--- src/rtl/strd_pkg.sv ---
// ----------------------------------------------------------------------------
// strd_pkg
// Shared types and constants of the smoothed temperature readout unit:
// field widths, conversion constants, controller states and the command and
// status groups between controller and datapath.
// ----------------------------------------------------------------------------
package strd_pkg;

  // raw converter counts and smoothing
  localparam int COUNT_W   = 12;
  localparam int EMA_SHIFT = 5;
  localparam int AVG_W     = COUNT_W + EMA_SHIFT;

  // field and register widths
  localparam int TIME_W    = 32;
  localparam int CAL_W     = 12;
  localparam int IVL_W     = 16;
  localparam int DB_W      = 7;
  localparam int DEG_W     = 11;
  localparam int CFG_IDX_W = 2;
  localparam int CFG_DAT_W = 16;

  // register reset values
  localparam int VREF_CAL_RST = 1500;
  localparam int IVL_RST      = 50;
  localparam int DB_RST       = 7;

  // register indexes
  localparam logic [CFG_IDX_W-1:0] CFG_VREF_CAL = 2'd0;
  localparam logic [CFG_IDX_W-1:0] CFG_IVL      = 2'd1;
  localparam logic [CFG_IDX_W-1:0] CFG_DEADBAND = 2'd2;

  // conversion constants
  localparam int VDDA_CAL_MV    = 3300;
  localparam int V25_MV         = 760;
  localparam int ADC_FULL_SCALE = 4095;
  localparam int TENTHS_AT_25   = 250;
  localparam int TENTHS_PER_MV  = 4;
  localparam int TENTHS_PER_DEG = 10;
  localparam int TENTHS_LIMIT   = 9999;

  // divider sizing: supply division uses VDD_W bits, sensor division all
  localparam int VDD_W     = 24;
  localparam int DVD_W     = COUNT_W + VDD_W;
  localparam int DVS_W     = VDD_W;
  localparam int STEP_W    = 5;
  localparam int DIV1_STEPS = VDD_W / 2;
  localparam int DIV2_STEPS = DVD_W / 2;

  // tenths and rounding
  localparam int TEN_W     = 15;
  localparam int MAG_W     = 14;
  localparam int TMP_W     = VDD_W + 3;
  localparam int DIFF_W    = 16;
  localparam int RECIP_10  = 6554;
  localparam int RECIP_W   = 13;
  localparam int RECIP_SH  = 16;
  localparam int RPROD_W   = MAG_W + RECIP_W;

  typedef enum logic [3:0] {
    S_IDLE,
    S_FOLD,
    S_DIV1_GO,
    S_DIV1_WAIT,
    S_MUL,
    S_DIV2_GO,
    S_DIV2_WAIT,
    S_ROUND,
    S_REPORT,
    S_FINISH
  } strd_state_t;

  typedef struct packed {
    logic load_in;
    logic fold;
    logic div1_go;
    logic vdda_load;
    logic mul;
    logic div2_go;
    logic tenths_load;
    logic round;
    logic report;
    logic out_load;
  } strd_cmd_t;

  typedef struct packed {
    logic primed;
    logic div_done;
    logic out_stall;
  } strd_stat_t;

endpackage

--- src/rtl/strd_div.sv ---
// ----------------------------------------------------------------------------
// strd_div
// Restoring unsigned divider, two quotient bits per cycle. The dividend is
// aligned to the top of its register and the step count sets how many bits
// are taken; the quotient sits in the low bits when done.
// ----------------------------------------------------------------------------
module strd_div
  import strd_pkg::*;
(
  input  logic             clk,
  input  logic             rst_n,
  input  logic             start,
  input  logic [DVD_W-1:0] dividend,
  input  logic [DVS_W-1:0] divisor,
  input  logic [STEP_W-1:0] steps,
  output logic [DVD_W-1:0] quotient,
  output logic             done
);

  logic [DVD_W-1:0]  dq_r, dq_nxt;
  logic [DVS_W-1:0]  rem_r, rem_nxt;
  logic [DVS_W-1:0]  dvs_r;
  logic [STEP_W-1:0] cnt_r, cnt_nxt;
  logic              busy_r, busy_nxt;
  logic              done_r, done_nxt;

  logic [DVS_W:0]    r1, r2;
  logic [DVS_W-1:0]  r1s, r2s;
  logic              q1, q2;

  // two dependent subtract steps
  always_comb begin
    r1  = {rem_r, dq_r[DVD_W-1]};
    q1  = (r1 >= {1'b0, dvs_r});
    r1s = q1 ? DVS_W'(r1 - {1'b0, dvs_r}) : r1[DVS_W-1:0];
    r2  = {r1s, dq_r[DVD_W-2]};
    q2  = (r2 >= {1'b0, dvs_r});
    r2s = q2 ? DVS_W'(r2 - {1'b0, dvs_r}) : r2[DVS_W-1:0];
  end

  // sequencing
  always_comb begin
    dq_nxt   = dq_r;
    rem_nxt  = rem_r;
    cnt_nxt  = cnt_r;
    busy_nxt = busy_r;
    done_nxt = done_r;
    if (start) begin
      dq_nxt   = dividend;
      rem_nxt  = '0;
      cnt_nxt  = steps;
      busy_nxt = 1'b1;
      done_nxt = 1'b0;
    end else if (busy_r) begin
      dq_nxt  = {dq_r[DVD_W-3:0], q1, q2};
      rem_nxt = r2s;
      cnt_nxt = cnt_r - 1'b1;
      if (cnt_r == STEP_W'(1)) begin
        busy_nxt = 1'b0;
        done_nxt = 1'b1;
      end
    end
  end

  always_ff @(posedge clk) begin
    if (!rst_n) begin
      busy_r <= 1'b0;
      done_r <= 1'b0;
      cnt_r  <= '0;
    end else begin
      busy_r <= busy_nxt;
      done_r <= done_nxt;
      cnt_r  <= cnt_nxt;
    end
  end

  // payload registers
  always_ff @(posedge clk) begin
    dq_r  <= dq_nxt;
    rem_r <= rem_nxt;
    if (start) begin
      dvs_r <= divisor;
    end
  end

  assign quotient = dq_r;
  assign done     = done_r;

endmodule

--- src/rtl/strd_ctrl.sv ---
// ----------------------------------------------------------------------------
// strd_ctrl
// Controller of the readout unit: walks a primed poll through fold, supply
// division, sensor scaling, rounding, deadband update and result hand-off.
// ----------------------------------------------------------------------------
module strd_ctrl
  import strd_pkg::*;
(
  input  logic       clk,
  input  logic       rst_n,
  input  logic       in_valid,
  output logic       in_ready,
  input  strd_stat_t stat,
  output strd_cmd_t  cmd
);

  strd_state_t state_r, state_nxt;

  always_ff @(posedge clk) begin
    if (!rst_n) begin
      state_r <= S_IDLE;
    end else begin
      state_r <= state_nxt;
    end
  end

  // next state and commands
  always_comb begin
    state_nxt = state_r;
    cmd       = '0;
    in_ready  = 1'b0;
    case (state_r)
      S_IDLE: begin
        in_ready = 1'b1;
        if (in_valid) begin
          cmd.load_in = 1'b1;
          state_nxt   = S_FOLD;
        end
      end
      S_FOLD: begin
        cmd.fold  = 1'b1;
        state_nxt = S_DIV1_GO;
      end
      S_DIV1_GO: begin
        // no conversion until the averages are seeded
        if (stat.primed) begin
          cmd.div1_go = 1'b1;
          state_nxt   = S_DIV1_WAIT;
        end else begin
          state_nxt = S_FINISH;
        end
      end
      S_DIV1_WAIT: begin
        if (stat.div_done) begin
          cmd.vdda_load = 1'b1;
          state_nxt     = S_MUL;
        end
      end
      S_MUL: begin
        cmd.mul   = 1'b1;
        state_nxt = S_DIV2_GO;
      end
      S_DIV2_GO: begin
        cmd.div2_go = 1'b1;
        state_nxt   = S_DIV2_WAIT;
      end
      S_DIV2_WAIT: begin
        if (stat.div_done) begin
          cmd.tenths_load = 1'b1;
          state_nxt       = S_ROUND;
        end
      end
      S_ROUND: begin
        cmd.round = 1'b1;
        state_nxt = S_REPORT;
      end
      S_REPORT: begin
        cmd.report = 1'b1;
        state_nxt  = S_FINISH;
      end
      S_FINISH: begin
        // hold until the output register is free
        if (!stat.out_stall) begin
          cmd.out_load = 1'b1;
          state_nxt    = S_IDLE;
        end
      end
      default: begin
        state_nxt = S_IDLE;
      end
    endcase
  end

endmodule

--- src/rtl/strd_dp.sv ---
// ----------------------------------------------------------------------------
// strd_dp
// Datapath of the readout unit: configuration registers, smoothing state,
// divider operands, sensor product, tenths clamp, rounding, deadband report
// and the output register.
// ----------------------------------------------------------------------------
module strd_dp
  import strd_pkg::*;
(
  input  logic                  clk,
  input  logic                  rst_n,
  input  logic                  cfg_we,
  input  logic [CFG_IDX_W-1:0]  cfg_index,
  input  logic [CFG_DAT_W-1:0]  cfg_data,
  input  logic [TIME_W-1:0]     in_now_ms,
  input  logic [COUNT_W-1:0]    in_sensor_count,
  input  logic [COUNT_W-1:0]    in_reference_count,
  output logic                  out_valid,
  input  logic                  out_ready,
  output logic                  out_available,
  output logic signed [DEG_W-1:0] out_degrees_c,
  input  strd_cmd_t             cmd,
  output strd_stat_t            stat,
  output logic                  div_start,
  output logic [DVD_W-1:0]      div_dividend,
  output logic [DVS_W-1:0]      div_divisor,
  output logic [STEP_W-1:0]     div_steps,
  input  logic [DVD_W-1:0]      div_quotient,
  input  logic                  div_done
);

  // configuration
  logic [CAL_W-1:0] vref_cal_r;
  logic [IVL_W-1:0] ivl_r;
  logic [DB_W-1:0]  db_r;

  // captured poll
  logic [TIME_W-1:0]  now_r;
  logic [COUNT_W-1:0] sen_in_r, ref_in_r;

  // smoothing state
  logic [AVG_W-1:0]  sen_avg_r, sen_avg_nxt;
  logic [AVG_W-1:0]  ref_avg_r, ref_avg_nxt;
  logic              primed_r, primed_nxt;
  logic [TIME_W-1:0] last_r, last_nxt;
  logic signed [DEG_W-1:0] report_r;
  logic              rep_valid_r;

  // conversion pipeline
  logic [VDD_W-1:0]   vdda_r;
  logic [DVD_W-1:0]   prod_r;
  logic signed [TEN_W-1:0]  tenths_r;
  logic [RPROD_W-1:0] rprod_r;
  logic               neg_r;
  logic               upd_r;

  // output register
  logic                  out_valid_r;
  logic                  out_avail_r;
  logic signed [DEG_W-1:0] out_deg_r;

  logic [TIME_W-1:0]  elapsed;
  logic               do_fold;
  logic [COUNT_W-1:0] ref_avg_cnt, sen_avg_cnt;
  logic [VDD_W-1:0]   cal_mv;
  logic signed [TMP_W-1:0] t_raw;
  logic signed [TEN_W-1:0] t_sat;
  logic [MAG_W-1:0]   mag;
  logic signed [DIFF_W-1:0] rep_ext, rep_x10, diff, db_s;
  logic [DEG_W-1:0]   q_mag;
  logic signed [DEG_W-1:0] rounded;

  // configuration writes
  always_ff @(posedge clk) begin
    if (!rst_n) begin
      vref_cal_r <= CAL_W'(VREF_CAL_RST);
      ivl_r      <= IVL_W'(IVL_RST);
      db_r       <= DB_W'(DB_RST);
    end else if (cfg_we) begin
      case (cfg_index)
        CFG_VREF_CAL: vref_cal_r <= cfg_data[CAL_W-1:0];
        CFG_IVL:      ivl_r      <= cfg_data[IVL_W-1:0];
        CFG_DEADBAND: db_r       <= cfg_data[DB_W-1:0];
        default: ;
      endcase
    end
  end

  // poll capture
  always_ff @(posedge clk) begin
    if (cmd.load_in) begin
      now_r    <= in_now_ms;
      sen_in_r <= in_sensor_count;
      ref_in_r <= in_reference_count;
    end
  end

  // fold decision and moving average update
  assign elapsed = now_r - last_r;
  assign do_fold = !primed_r || (elapsed >= {{(TIME_W-IVL_W){1'b0}}, ivl_r});

  always_comb begin
    sen_avg_nxt = sen_avg_r;
    ref_avg_nxt = ref_avg_r;
    primed_nxt  = primed_r;
    last_nxt    = last_r;
    if (cmd.fold && do_fold) begin
      last_nxt = now_r;
      if (ref_in_r != '0) begin
        if (!primed_r) begin
          sen_avg_nxt = {sen_in_r, {EMA_SHIFT{1'b0}}};
          ref_avg_nxt = {ref_in_r, {EMA_SHIFT{1'b0}}};
          primed_nxt  = 1'b1;
        end else begin
          sen_avg_nxt = sen_avg_r - AVG_W'(sen_avg_r[AVG_W-1:EMA_SHIFT])
                        + AVG_W'(sen_in_r);
          ref_avg_nxt = ref_avg_r - AVG_W'(ref_avg_r[AVG_W-1:EMA_SHIFT])
                        + AVG_W'(ref_in_r);
        end
      end
    end
  end

  always_ff @(posedge clk) begin
    if (!rst_n) begin
      sen_avg_r <= '0;
      ref_avg_r <= '0;
      primed_r  <= 1'b0;
      last_r    <= '0;
    end else begin
      sen_avg_r <= sen_avg_nxt;
      ref_avg_r <= ref_avg_nxt;
      primed_r  <= primed_nxt;
      last_r    <= last_nxt;
    end
  end

  // divider operands: supply first, then sensor voltage over full scale
  assign sen_avg_cnt = sen_avg_r[AVG_W-1:EMA_SHIFT];
  assign ref_avg_cnt = (ref_avg_r[AVG_W-1:EMA_SHIFT] == '0) ? COUNT_W'(1)
                       : ref_avg_r[AVG_W-1:EMA_SHIFT];
  assign cal_mv      = VDD_W'(VDDA_CAL_MV) * {{(VDD_W-CAL_W){1'b0}}, vref_cal_r};

  assign div_start = cmd.div1_go || cmd.div2_go;
  always_comb begin
    if (cmd.div1_go) begin
      div_dividend = {cal_mv, {COUNT_W{1'b0}}};
      div_divisor  = {{(DVS_W-COUNT_W){1'b0}}, ref_avg_cnt};
      div_steps    = STEP_W'(DIV1_STEPS);
    end else begin
      div_dividend = prod_r;
      div_divisor  = DVS_W'(ADC_FULL_SCALE);
      div_steps    = STEP_W'(DIV2_STEPS);
    end
  end

  // tenths from sensor millivolts, clamped
  assign t_raw = $signed({1'b0, div_quotient[VDD_W-1:0], 2'b00})
                 - TMP_W'(V25_MV * TENTHS_PER_MV - TENTHS_AT_25);
  always_comb begin
    if (t_raw > TMP_W'(TENTHS_LIMIT)) begin
      t_sat = TEN_W'(TENTHS_LIMIT);
    end else if (t_raw < -TMP_W'(TENTHS_LIMIT)) begin
      t_sat = -TEN_W'(TENTHS_LIMIT);
    end else begin
      t_sat = t_raw[TEN_W-1:0];
    end
  end

  // magnitude and deadband difference
  assign mag     = tenths_r[TEN_W-1] ? MAG_W'(-tenths_r) : tenths_r[MAG_W-1:0];
  assign rep_ext = DIFF_W'(report_r);
  assign rep_x10 = (rep_ext <<< 3) + (rep_ext <<< 1);
  assign diff    = DIFF_W'(tenths_r) - rep_x10;
  assign db_s    = $signed({{(DIFF_W-DB_W){1'b0}}, db_r});

  // round half away from zero via reciprocal of ten
  assign q_mag   = rprod_r[RECIP_SH +: DEG_W];
  assign rounded = neg_r ? -$signed(q_mag) : $signed(q_mag);

  always_ff @(posedge clk) begin
    if (cmd.vdda_load) begin
      vdda_r <= div_quotient[VDD_W-1:0];
    end
    if (cmd.mul) begin
      prod_r <= {{VDD_W{1'b0}}, sen_avg_cnt} * {{COUNT_W{1'b0}}, vdda_r};
    end
    if (cmd.tenths_load) begin
      tenths_r <= t_sat;
    end
    if (cmd.round) begin
      rprod_r <= RPROD_W'(mag + MAG_W'(5)) * RPROD_W'(RECIP_10);
      neg_r   <= tenths_r[TEN_W-1];
      upd_r   <= !rep_valid_r || (diff > db_s) || (diff < -db_s);
    end
  end

  // reported degree
  always_ff @(posedge clk) begin
    if (!rst_n) begin
      report_r    <= '0;
      rep_valid_r <= 1'b0;
    end else if (cmd.report && upd_r) begin
      report_r    <= rounded;
      rep_valid_r <= 1'b1;
    end
  end

  // output register
  always_ff @(posedge clk) begin
    if (!rst_n) begin
      out_valid_r <= 1'b0;
    end else if (cmd.out_load) begin
      out_valid_r <= 1'b1;
    end else if (out_ready) begin
      out_valid_r <= 1'b0;
    end
  end

  always_ff @(posedge clk) begin
    if (cmd.out_load) begin
      out_avail_r <= primed_r;
      out_deg_r   <= primed_r ? report_r : '0;
    end
  end

  assign out_valid     = out_valid_r;
  assign out_available = out_avail_r;
  assign out_degrees_c = out_deg_r;

  assign stat.primed    = primed_r;
  assign stat.div_done  = div_done;
  assign stat.out_stall = out_valid_r && !out_ready;

endmodule

--- src/rtl/smoothed_temp_sensor_readout_unit.sv ---
// ----------------------------------------------------------------------------
// smoothed_temp_sensor_readout_unit
// Smoothed temperature readout with deadband: each poll may fold a sample
// into two moving averages and yields one result with the reported degree.
// ----------------------------------------------------------------------------
// flow: a poll whose fold leaves the averages unseeded goes straight to the
//   result hand-off; once primed, the shared two-bits-per-cycle divider runs
//   for the supply and then the sensor voltage; a new poll is taken once the
//   output register loads, which lets the next poll start while a result waits
// reset: synchronous active-low; averages, report and timing clear,
//   registers return to 1500, 50 and 7
module smoothed_temp_sensor_readout_unit
  import strd_pkg::*;
(
  input  logic                    clk,
  input  logic                    rst_n,
  input  logic                    cfg_we,
  input  logic [CFG_IDX_W-1:0]    cfg_index,
  input  logic [CFG_DAT_W-1:0]    cfg_data,
  input  logic                    in_valid,
  output logic                    in_ready,
  input  logic [TIME_W-1:0]       in_now_ms,
  input  logic [COUNT_W-1:0]      in_sensor_count,
  input  logic [COUNT_W-1:0]      in_reference_count,
  output logic                    out_valid,
  input  logic                    out_ready,
  output logic                    out_available,
  output logic signed [DEG_W-1:0] out_degrees_c
);

  strd_cmd_t         cmd;
  strd_stat_t        stat;
  logic              div_start;
  logic [DVD_W-1:0]  div_dividend;
  logic [DVS_W-1:0]  div_divisor;
  logic [STEP_W-1:0] div_steps;
  logic [DVD_W-1:0]  div_quotient;
  logic              div_done;

  // controller
  strd_ctrl u_ctrl (
    .clk      (clk),
    .rst_n    (rst_n),
    .in_valid (in_valid),
    .in_ready (in_ready),
    .stat     (stat),
    .cmd      (cmd)
  );

  // datapath
  strd_dp u_dp (
    .clk                (clk),
    .rst_n              (rst_n),
    .cfg_we             (cfg_we),
    .cfg_index          (cfg_index),
    .cfg_data           (cfg_data),
    .in_now_ms          (in_now_ms),
    .in_sensor_count    (in_sensor_count),
    .in_reference_count (in_reference_count),
    .out_valid          (out_valid),
    .out_ready          (out_ready),
    .out_available      (out_available),
    .out_degrees_c      (out_degrees_c),
    .cmd                (cmd),
    .stat               (stat),
    .div_start          (div_start),
    .div_dividend       (div_dividend),
    .div_divisor        (div_divisor),
    .div_steps          (div_steps),
    .div_quotient       (div_quotient),
    .div_done           (div_done)
  );

  // shared divider
  strd_div u_div (
    .clk      (clk),
    .rst_n    (rst_n),
    .start    (div_start),
    .dividend (div_dividend),
    .divisor  (div_divisor),
    .steps    (div_steps),
    .quotient (div_quotient),
    .done     (div_done)
  );

endmodule
--- config.mk ---
export PLATFORM = sky130hd
export DESIGN_NAME = smoothed_temp_sensor_readout_unit
export DESIGN_NICKNAME = d
export VERILOG_FILES = /design/src/rtl/strd_pkg.sv /design/src/rtl/strd_div.sv /design/src/rtl/strd_ctrl.sv /design/src/rtl/strd_dp.sv /design/src/rtl/smoothed_temp_sensor_readout_unit.sv
export SDC_FILE = /design/constraint.sdc
export NUM_CORES = 2
export LEC_CHECK = 0
export BUFFER_PORTS_ARGS = -buffer_cell sky130_fd_sc_hd__buf_2
export CORE_AREA = 5 5 273 275
export DETAILED_ROUTE_END_ITERATION = 6
export DIE_AREA = 0 0 278 280
export PLACE_DENSITY = 0.67
export SLEW_MARGIN = 20
export SYNTH_ARGS = -nofsm -noshare
export SYNTH_HDL_FRONTEND = slang
export SYNTH_SLANG_ARGS = --single-unit
--- constraint.sdc ---
create_clock -name clk -period 6.8 [get_ports clk]
set_input_delay 0 -clock clk [delete_from_list [all_inputs] [get_ports clk]]
set_output_delay 0 -clock clk [all_outputs]
set_load 0.05 [all_outputs]
Word-level counts from Yosys, hierarchy flattened

Index checks and enable logic that the tools add are counted.

Bits in registers: 381
Bits of input ports: 79
Output and inout port bits: 14

$add $sub $neg: 15
Multiply operators: 3
$lt $le $gt $ge: 7
Eq/ne operators: 16
Muxes and demuxes: 40
Bitwise operators: 2
Reductions and logical operators: 25

Operators with widths:

| operator               | count |
|---|---|
| $mux 36                | 3 |
| $ge 25x24->1           | 2 |
| $mux 24                | 2 |
| $sub 24x24->24         | 2 |
| $pmux 4 s10            | 1 |
| $mul 12x24->36         | 1 |
| $add 17x12->17         | 2 |
| $mux 17                | 2 |
| $sub 17x12->17         | 2 |
| $ge 32x16->1           | 1 |
| $sub 32x32->32         | 1 |
| $gt 27x15->1 const B   | 1 |
| $lt 27x15->1 const B   | 1 |
| $mul 27x12->26 const B | 1 |
| $sub 26x12->27 const B | 1 |
| $mul 10x12->22 const A | 1 |
| $mux 1                 | 20 |
| $mux 4                 | 5 |
| $eq 4x3->1 const B     | 4 |
| $gt 16x8->1            | 1 |
| $lt 16x16->1           | 1 |
| $neg 7->16             | 1 |
| $sub 15x15->16         | 1 |
| $add 14x12->15         | 1 |
| 29 further kinds       | 50 |

Longest topological paths before layout

Depth in word-level cells: 5
Gate-level depth with buffers: 31

By module

A second synthesis with hierarchy kept.

Cells, all modules: 4172
Area, all modules: 38475.7 um^2

Modules (own cells, without submodules):

| module    | instances | cells each | area an instance (um^2) | sequential area each (um^2) |
|---|---|---|---|---|
| strd_dp   | 1         | 3484       | 31731.7                 | 6986.7 |
| strd_div  | 1         | 638        | 6398.6                  | 2422.3 |
| strd_ctrl | 1         | 50         | 345.3                   | 80.1 |

Least setup slack after synthesis

No wires, ideal clock.

Path type: flip-flop to flip-flop
From: register u_dp.tenths_r[0]
To: register u_dp.rprod_r[26], data pin
Setup time: 260 ps
Data arrival time: 6806 ps
Data required time: 6540 ps
Slack: -266 ps
Stages on the path, launching flop included: 29
Path buffers: 0
Period minus slack after synthesis: 7066 ps
Path through: edfxtp_1 -> inv_1 -> ha_1 -> nor2b_1 -> xnor2_1 -> a21boi_0 -> nor3_1 -> nand2b_1 -> or3_1 -> and2_1 -> ha_1 -> inv_1 -> fa_1 -> inv_1 -> fa_1 -> fa_1 -> inv_1 -> fa_1 -> inv_1 -> ha_1 -> a211oi_1 -> o311a_1 -> nor3_1 -> o31a_1 -> o41ai_1 -> o2111a_1 -> o21bai_1 -> a21oi_1 -> xnor2_1

Word-level cells in the longest chain between the ends: 4

Ends and longest elaborated chain:

| what                     | line           | text |
|---|---|---|
| start: declaration       | strd_dp.sv:52  | `logic signed [TEN_W-1:0] tenths_r;` |
| start signal: assignment | strd_dp.sv:189 | `tenths_r <= t_sat;` |
| $neg 14->14              | strd_dp.sv:171 | `assign mag = tenths_r[TEN_W-1] ? MAG_W'(-tenths_r) : tenths_r[MAG_W-1:0];` |
| $mux 14 *                | strd_dp.sv:171 |  |
| $add 14x3->15 *          | strd_dp.sv:192 | `rprod_r <= RPROD_W'(mag + MAG_W'(5)) * RPROD_W'(RECIP_10);` |
| $mul 27x12->26 *         | strd_dp.sv:192 |  |
| end signal: assignment   | strd_dp.sv:192 |  |
| end: declaration         | strd_dp.sv:53  | `logic [RPROD_W-1:0] rprod_r;` |

Mark *: on every way between the ends. The rest lies on a longest branch, timed or not.
A chain may end at the register's enable or synchronous reset.

Final worst setup path

From: register u_dp.tenths_r[14]
To: register u_dp.rprod_r[26], data pin

Word-level cells in the longest chain between the ends: 3

Ends and longest elaborated chain:

| what           | line |
|---|---|
| $mux 14        | strd_dp.sv:171 |
| $add 14x3->15  | strd_dp.sv:192 |
| $mul 27x12->26 | strd_dp.sv:192 |

Every way passes these cells.

==> summary.md <==
| Metric | Value |
|---|---|
| Status | `finished, final reports clean` |
| CTS tree | `yes` |
| Most frequent cells in the layout | `inv_1, nand2_1, ha_1` |
| Data required, critical path | `7110 ps` |
| RSZ-0062 raised after global routing | `true` |
| Register bit total from synthesis | `about 350` |
| Core Rows | `99` |
| Synth warn | `0` |
| Total GRT Usage | `22.7%` |
| Nets@finish | `about 5000` |
| Worst hold path type | `input pin to flip-flop` |
| Clk sinks | `354` |
| Final TNS setup | `0 ps` |
| Remaining DRCs | `0` |
| Clk_lat worst skew | `about 580 ps` |
| Post-Route Utilization | `56.3%` |
| Largest net degree at the start of global routing | `88` |
| Post-Syn Area per Cell | `9.17 µm²` |
| Detailed placement HPWL | `approximately 69000 µm` |
| CP Capture Type | `flip-flop` |
| Distinct cell type count of the synthesized netlist | `95` |
| GRT overflow | `0` |
| WL final | `approximately 89000 µm` |
| Area leader, netlist | `fa_1` |
| Hold Fails Final Rpt | `0` |
| R2r startpoint | `u_dp.tenths_r[14]$_SDFFCE_PP0P_` |
| Wirelength per Cell | `17.5 µm` |
| Die ar. | `77800 µm²` |
| WS Path Type | `flip-flop to flip-flop` |
| Ranking of synthesized cells by area | `fa_1, edfxtp_1, ha_1` |
| PD cells | `328 nW/µm²` |
| Synth top area share | `a little under a fifth` |
| Largest delay share family, worst path | `adder cells` |
| DR iter-0 viols | `1784` |
| Gpl congestion | `0.918` |
| Startpoint Class | `flip-flop` |
| Cells after synthesis | `3947` |
| CTS H-Tree Depth | `2` |
| Final Cell Area | `40600 µm²` |
| Number of antenna violations at the first check in global routing | `1` |
| Pleak | `18.3 nW` |
| DR pass1 iterations | `6` |
| # IOs | `93` |
| Clock buffer depth | `3` |
| Skew final | `44.8 ps` |
| Placed insts | `4936` |
| Layout cell share with drive strength beyond 1 | `9.10%` |
| Finished Layout Cells | `5117` |
| Vias per cell | `5.46` |
| DR vias | `approximately 28000` |
| Setup crit start | `u_dp.tenths_r[14]$_SDFFCE_PP0P_` |
| Initial Utilization | `50.2%` |
| Max incr delay on CP | `520 ps` |
| Clock Pin Slew Worst Setup and Hold Paths | `around 60 ps` |
| Data arrival time of the worst path | `between 6000 and 7000 ps` |
| CTS root buf | `clkbuf_16` |
| Vert. Die Dim | `280 µm` |
| Pins Over Slew Limit | `0` |
| CP max-delay cell | `fa_1` |
| Fmax | `0.150 GHz` |
| Worst slew margin relative to its limit | `36.1%` |
| Hold path startpoint | `in_valid` |
| Endpoints failing setup | `0` |
| Buf+Inv Stages, Crit Path | `6` |
| Synthesized cell area | `36200 µm²` |
| Final ANT Viol Nets | `0` |
| Commonest non-fill, non-tap cell in the layout | `inv_1` |
| Async S/R FF share, synth | `0%` |
| Die width | `between 200 and 300 µm` |
| Total Power | `13.3 mW` |
| Syn Nets | `around 4800` |
| Post-place setup slack | `-81.3 ps` |
| EDFF count, synth | `between 200 and 250` |
| Total of max-cap violations | `0` |
| CTS Buf Count | `42` |
| Tmin final | `around 6700 ps` |
| Sequential cell area fraction in the yosys report | `roughly 25%` |
| Fin Hold WS | `110 ps` |
| DP Area | `38000 µm²` |
| Worst-Margin Slew | `958 ps` |
| Buffers on Ports | `92` |
| Final worst path period share | `a little over nine tenths` |
| Core area | `72100 µm²` |
| Worst vdd ir | `0.243 mV` |
| Area Growth Syn to Fin | `12.2%` |
| Most used DFF post-synth | `edfxtp_1` |
| Final setup margin | `about 130 ps` |
| Vias in the first global route | `28187` |
| Worst Path Max Fanout | `5` |
| First-pass GRT wire length | `146000 µm` |
==> metal layers <==
| layer | routed length [µm] | track usage (%) |
|---|---|---|
| met5 | 0 | 0 |
| met4 | 3040 | 7.39 |
| met3 | 3580 | 2.52 |
| met2 | 44400 | 40.3 |
| met1 | 38500 | 29.3 |
==> synthesized netlist by cell type, types with 7 or more instances <==
cell / n
nor2b_1: 28
nor2_1: 168
nor3_1: 55
or2_2: 10
o21a_1: 40
or4_1: 9
a211oi_1: 49
mux2i_1: 89
a2111oi_0: 7
o21ai_0: 142
edfxtp_1: 204
buf_2: 8
a21o_1: 52
and3_1: 17
a21boi_0: 8
xnor2_1: 106
inv_1: 607
ha_1: 393
a22oi_1: 19
o21bai_1: 16
nand3_1: 59
dfxtp_1: 150
o211ai_1: 20
nand4_1: 17
clkbuf_1: 130
nor3b_1: 8
or3_1: 29
and2_1: 120
xor2_1: 85
fa_1: 338
a31oi_1: 25
nor4_1: 22
a21oi_1: 192
nand3b_1: 9
nand2_1: 506
a31o_2: 7
a22o_1: 11
nand2b_1: 34
o31ai_1: 22
a211o_1: 7
==> layout make-up <==
| cell class | instances | area, µm² |
|---|---|---|
| sequential | 354 | 9140 |
| inverter | 609 | 2290 |
| timing repair buffer | 284 | 2140 |
| tap | 959 | 1200 |
| clock buffer | 52 | 1110 |
| antenna | 2 | 5.00 |
| fill | 6408 | 31500 |
| multi-input combinational | 2835 | 24600 |
| clock inverter | 22 | 196 |
==> report_power, final <==
group / total (mW) / internal, mW / switching [mW] / leakage (nW)
Combinational: 8.26 / 3.54 / 4.72 / 14.6
Sequential: 2.89 / 2.64 / 0.255 / 3.09
Clock: 2.19 / 1.24 / 0.944 / 0.639
==> worst reg2reg max path, cell delays in order (launching register included) <==
cell and delay [ps]:
edfxtp_1 480, buf_6 190, o21ai_4 150, ha_2 200, inv_2 40, a21o_1 160, or3_4 400, nor3_4 300
nand2_2 130, xnor2_2 160, buf_4 160, buf_6 120, ha_4 230, fa_1 520, fa_1 520, inv_2 40
fa_1 510, inv_2 50, ha_4 220, a211oi_4 240, o311a_1 230, nor3_2 60, o31a_1 330, o41ai_2 360
o2111a_1 300, o21bai_2 110, a21oi_2 150, xnor2_1 80
==> logic make-up after synthesis <==
group,synth area share (%)
AO/OA/AOI/OAI,12.6
XOR/XNOR,4.62
adder cells (fa/ha/maj),32.3
buffers and inverters,8.00
flip-flops,25.2
multiplexers,2.60
AND/OR/NAND/NOR,14.7
==> flip-flops by register name, summed over array words and instances (netlist names), 15 cells and up <==
name,cells
u_dp.tenths_r,15
u_dp.sen_avg_r,17
u_dp.now_r,32
u_dp.ref_avg_r,17
u_dp.vdda_r,24
u_div.rem_r,24
u_div.quotient,36
u_dp.prod_r,36
u_dp.last_r,32
u_dp.ivl_r,16
==> final timing paths <==
| path | endpoint | slack [ps] | cells past startpoint |
|---|---|---|---|
| setup reg to reg | u_dp.rprod_r[26]$_DFFE_PP_ | 130 | 27 |
| hold / removal | u_ctrl.state_r[0]$_SDFFE_PN0P_ | 110 | 6 |
| hold reg to reg | u_dp.ivl_r[12]$_SDFFE_PN0P_ | 450 | 2 |
| setup / recovery | u_dp.rprod_r[26]$_DFFE_PP_ | 130 | 27 |
==> repair_timing <==
item,CTS,global route
pin swaps,1,49
setup endpoints to repair,1,15
gates cloned,0,0
hold endpoints to repair,101,0
resized for setup,0,69
buffers inserted,0,26
hold buffers,79,0
(Power assumes the default switching activity.)
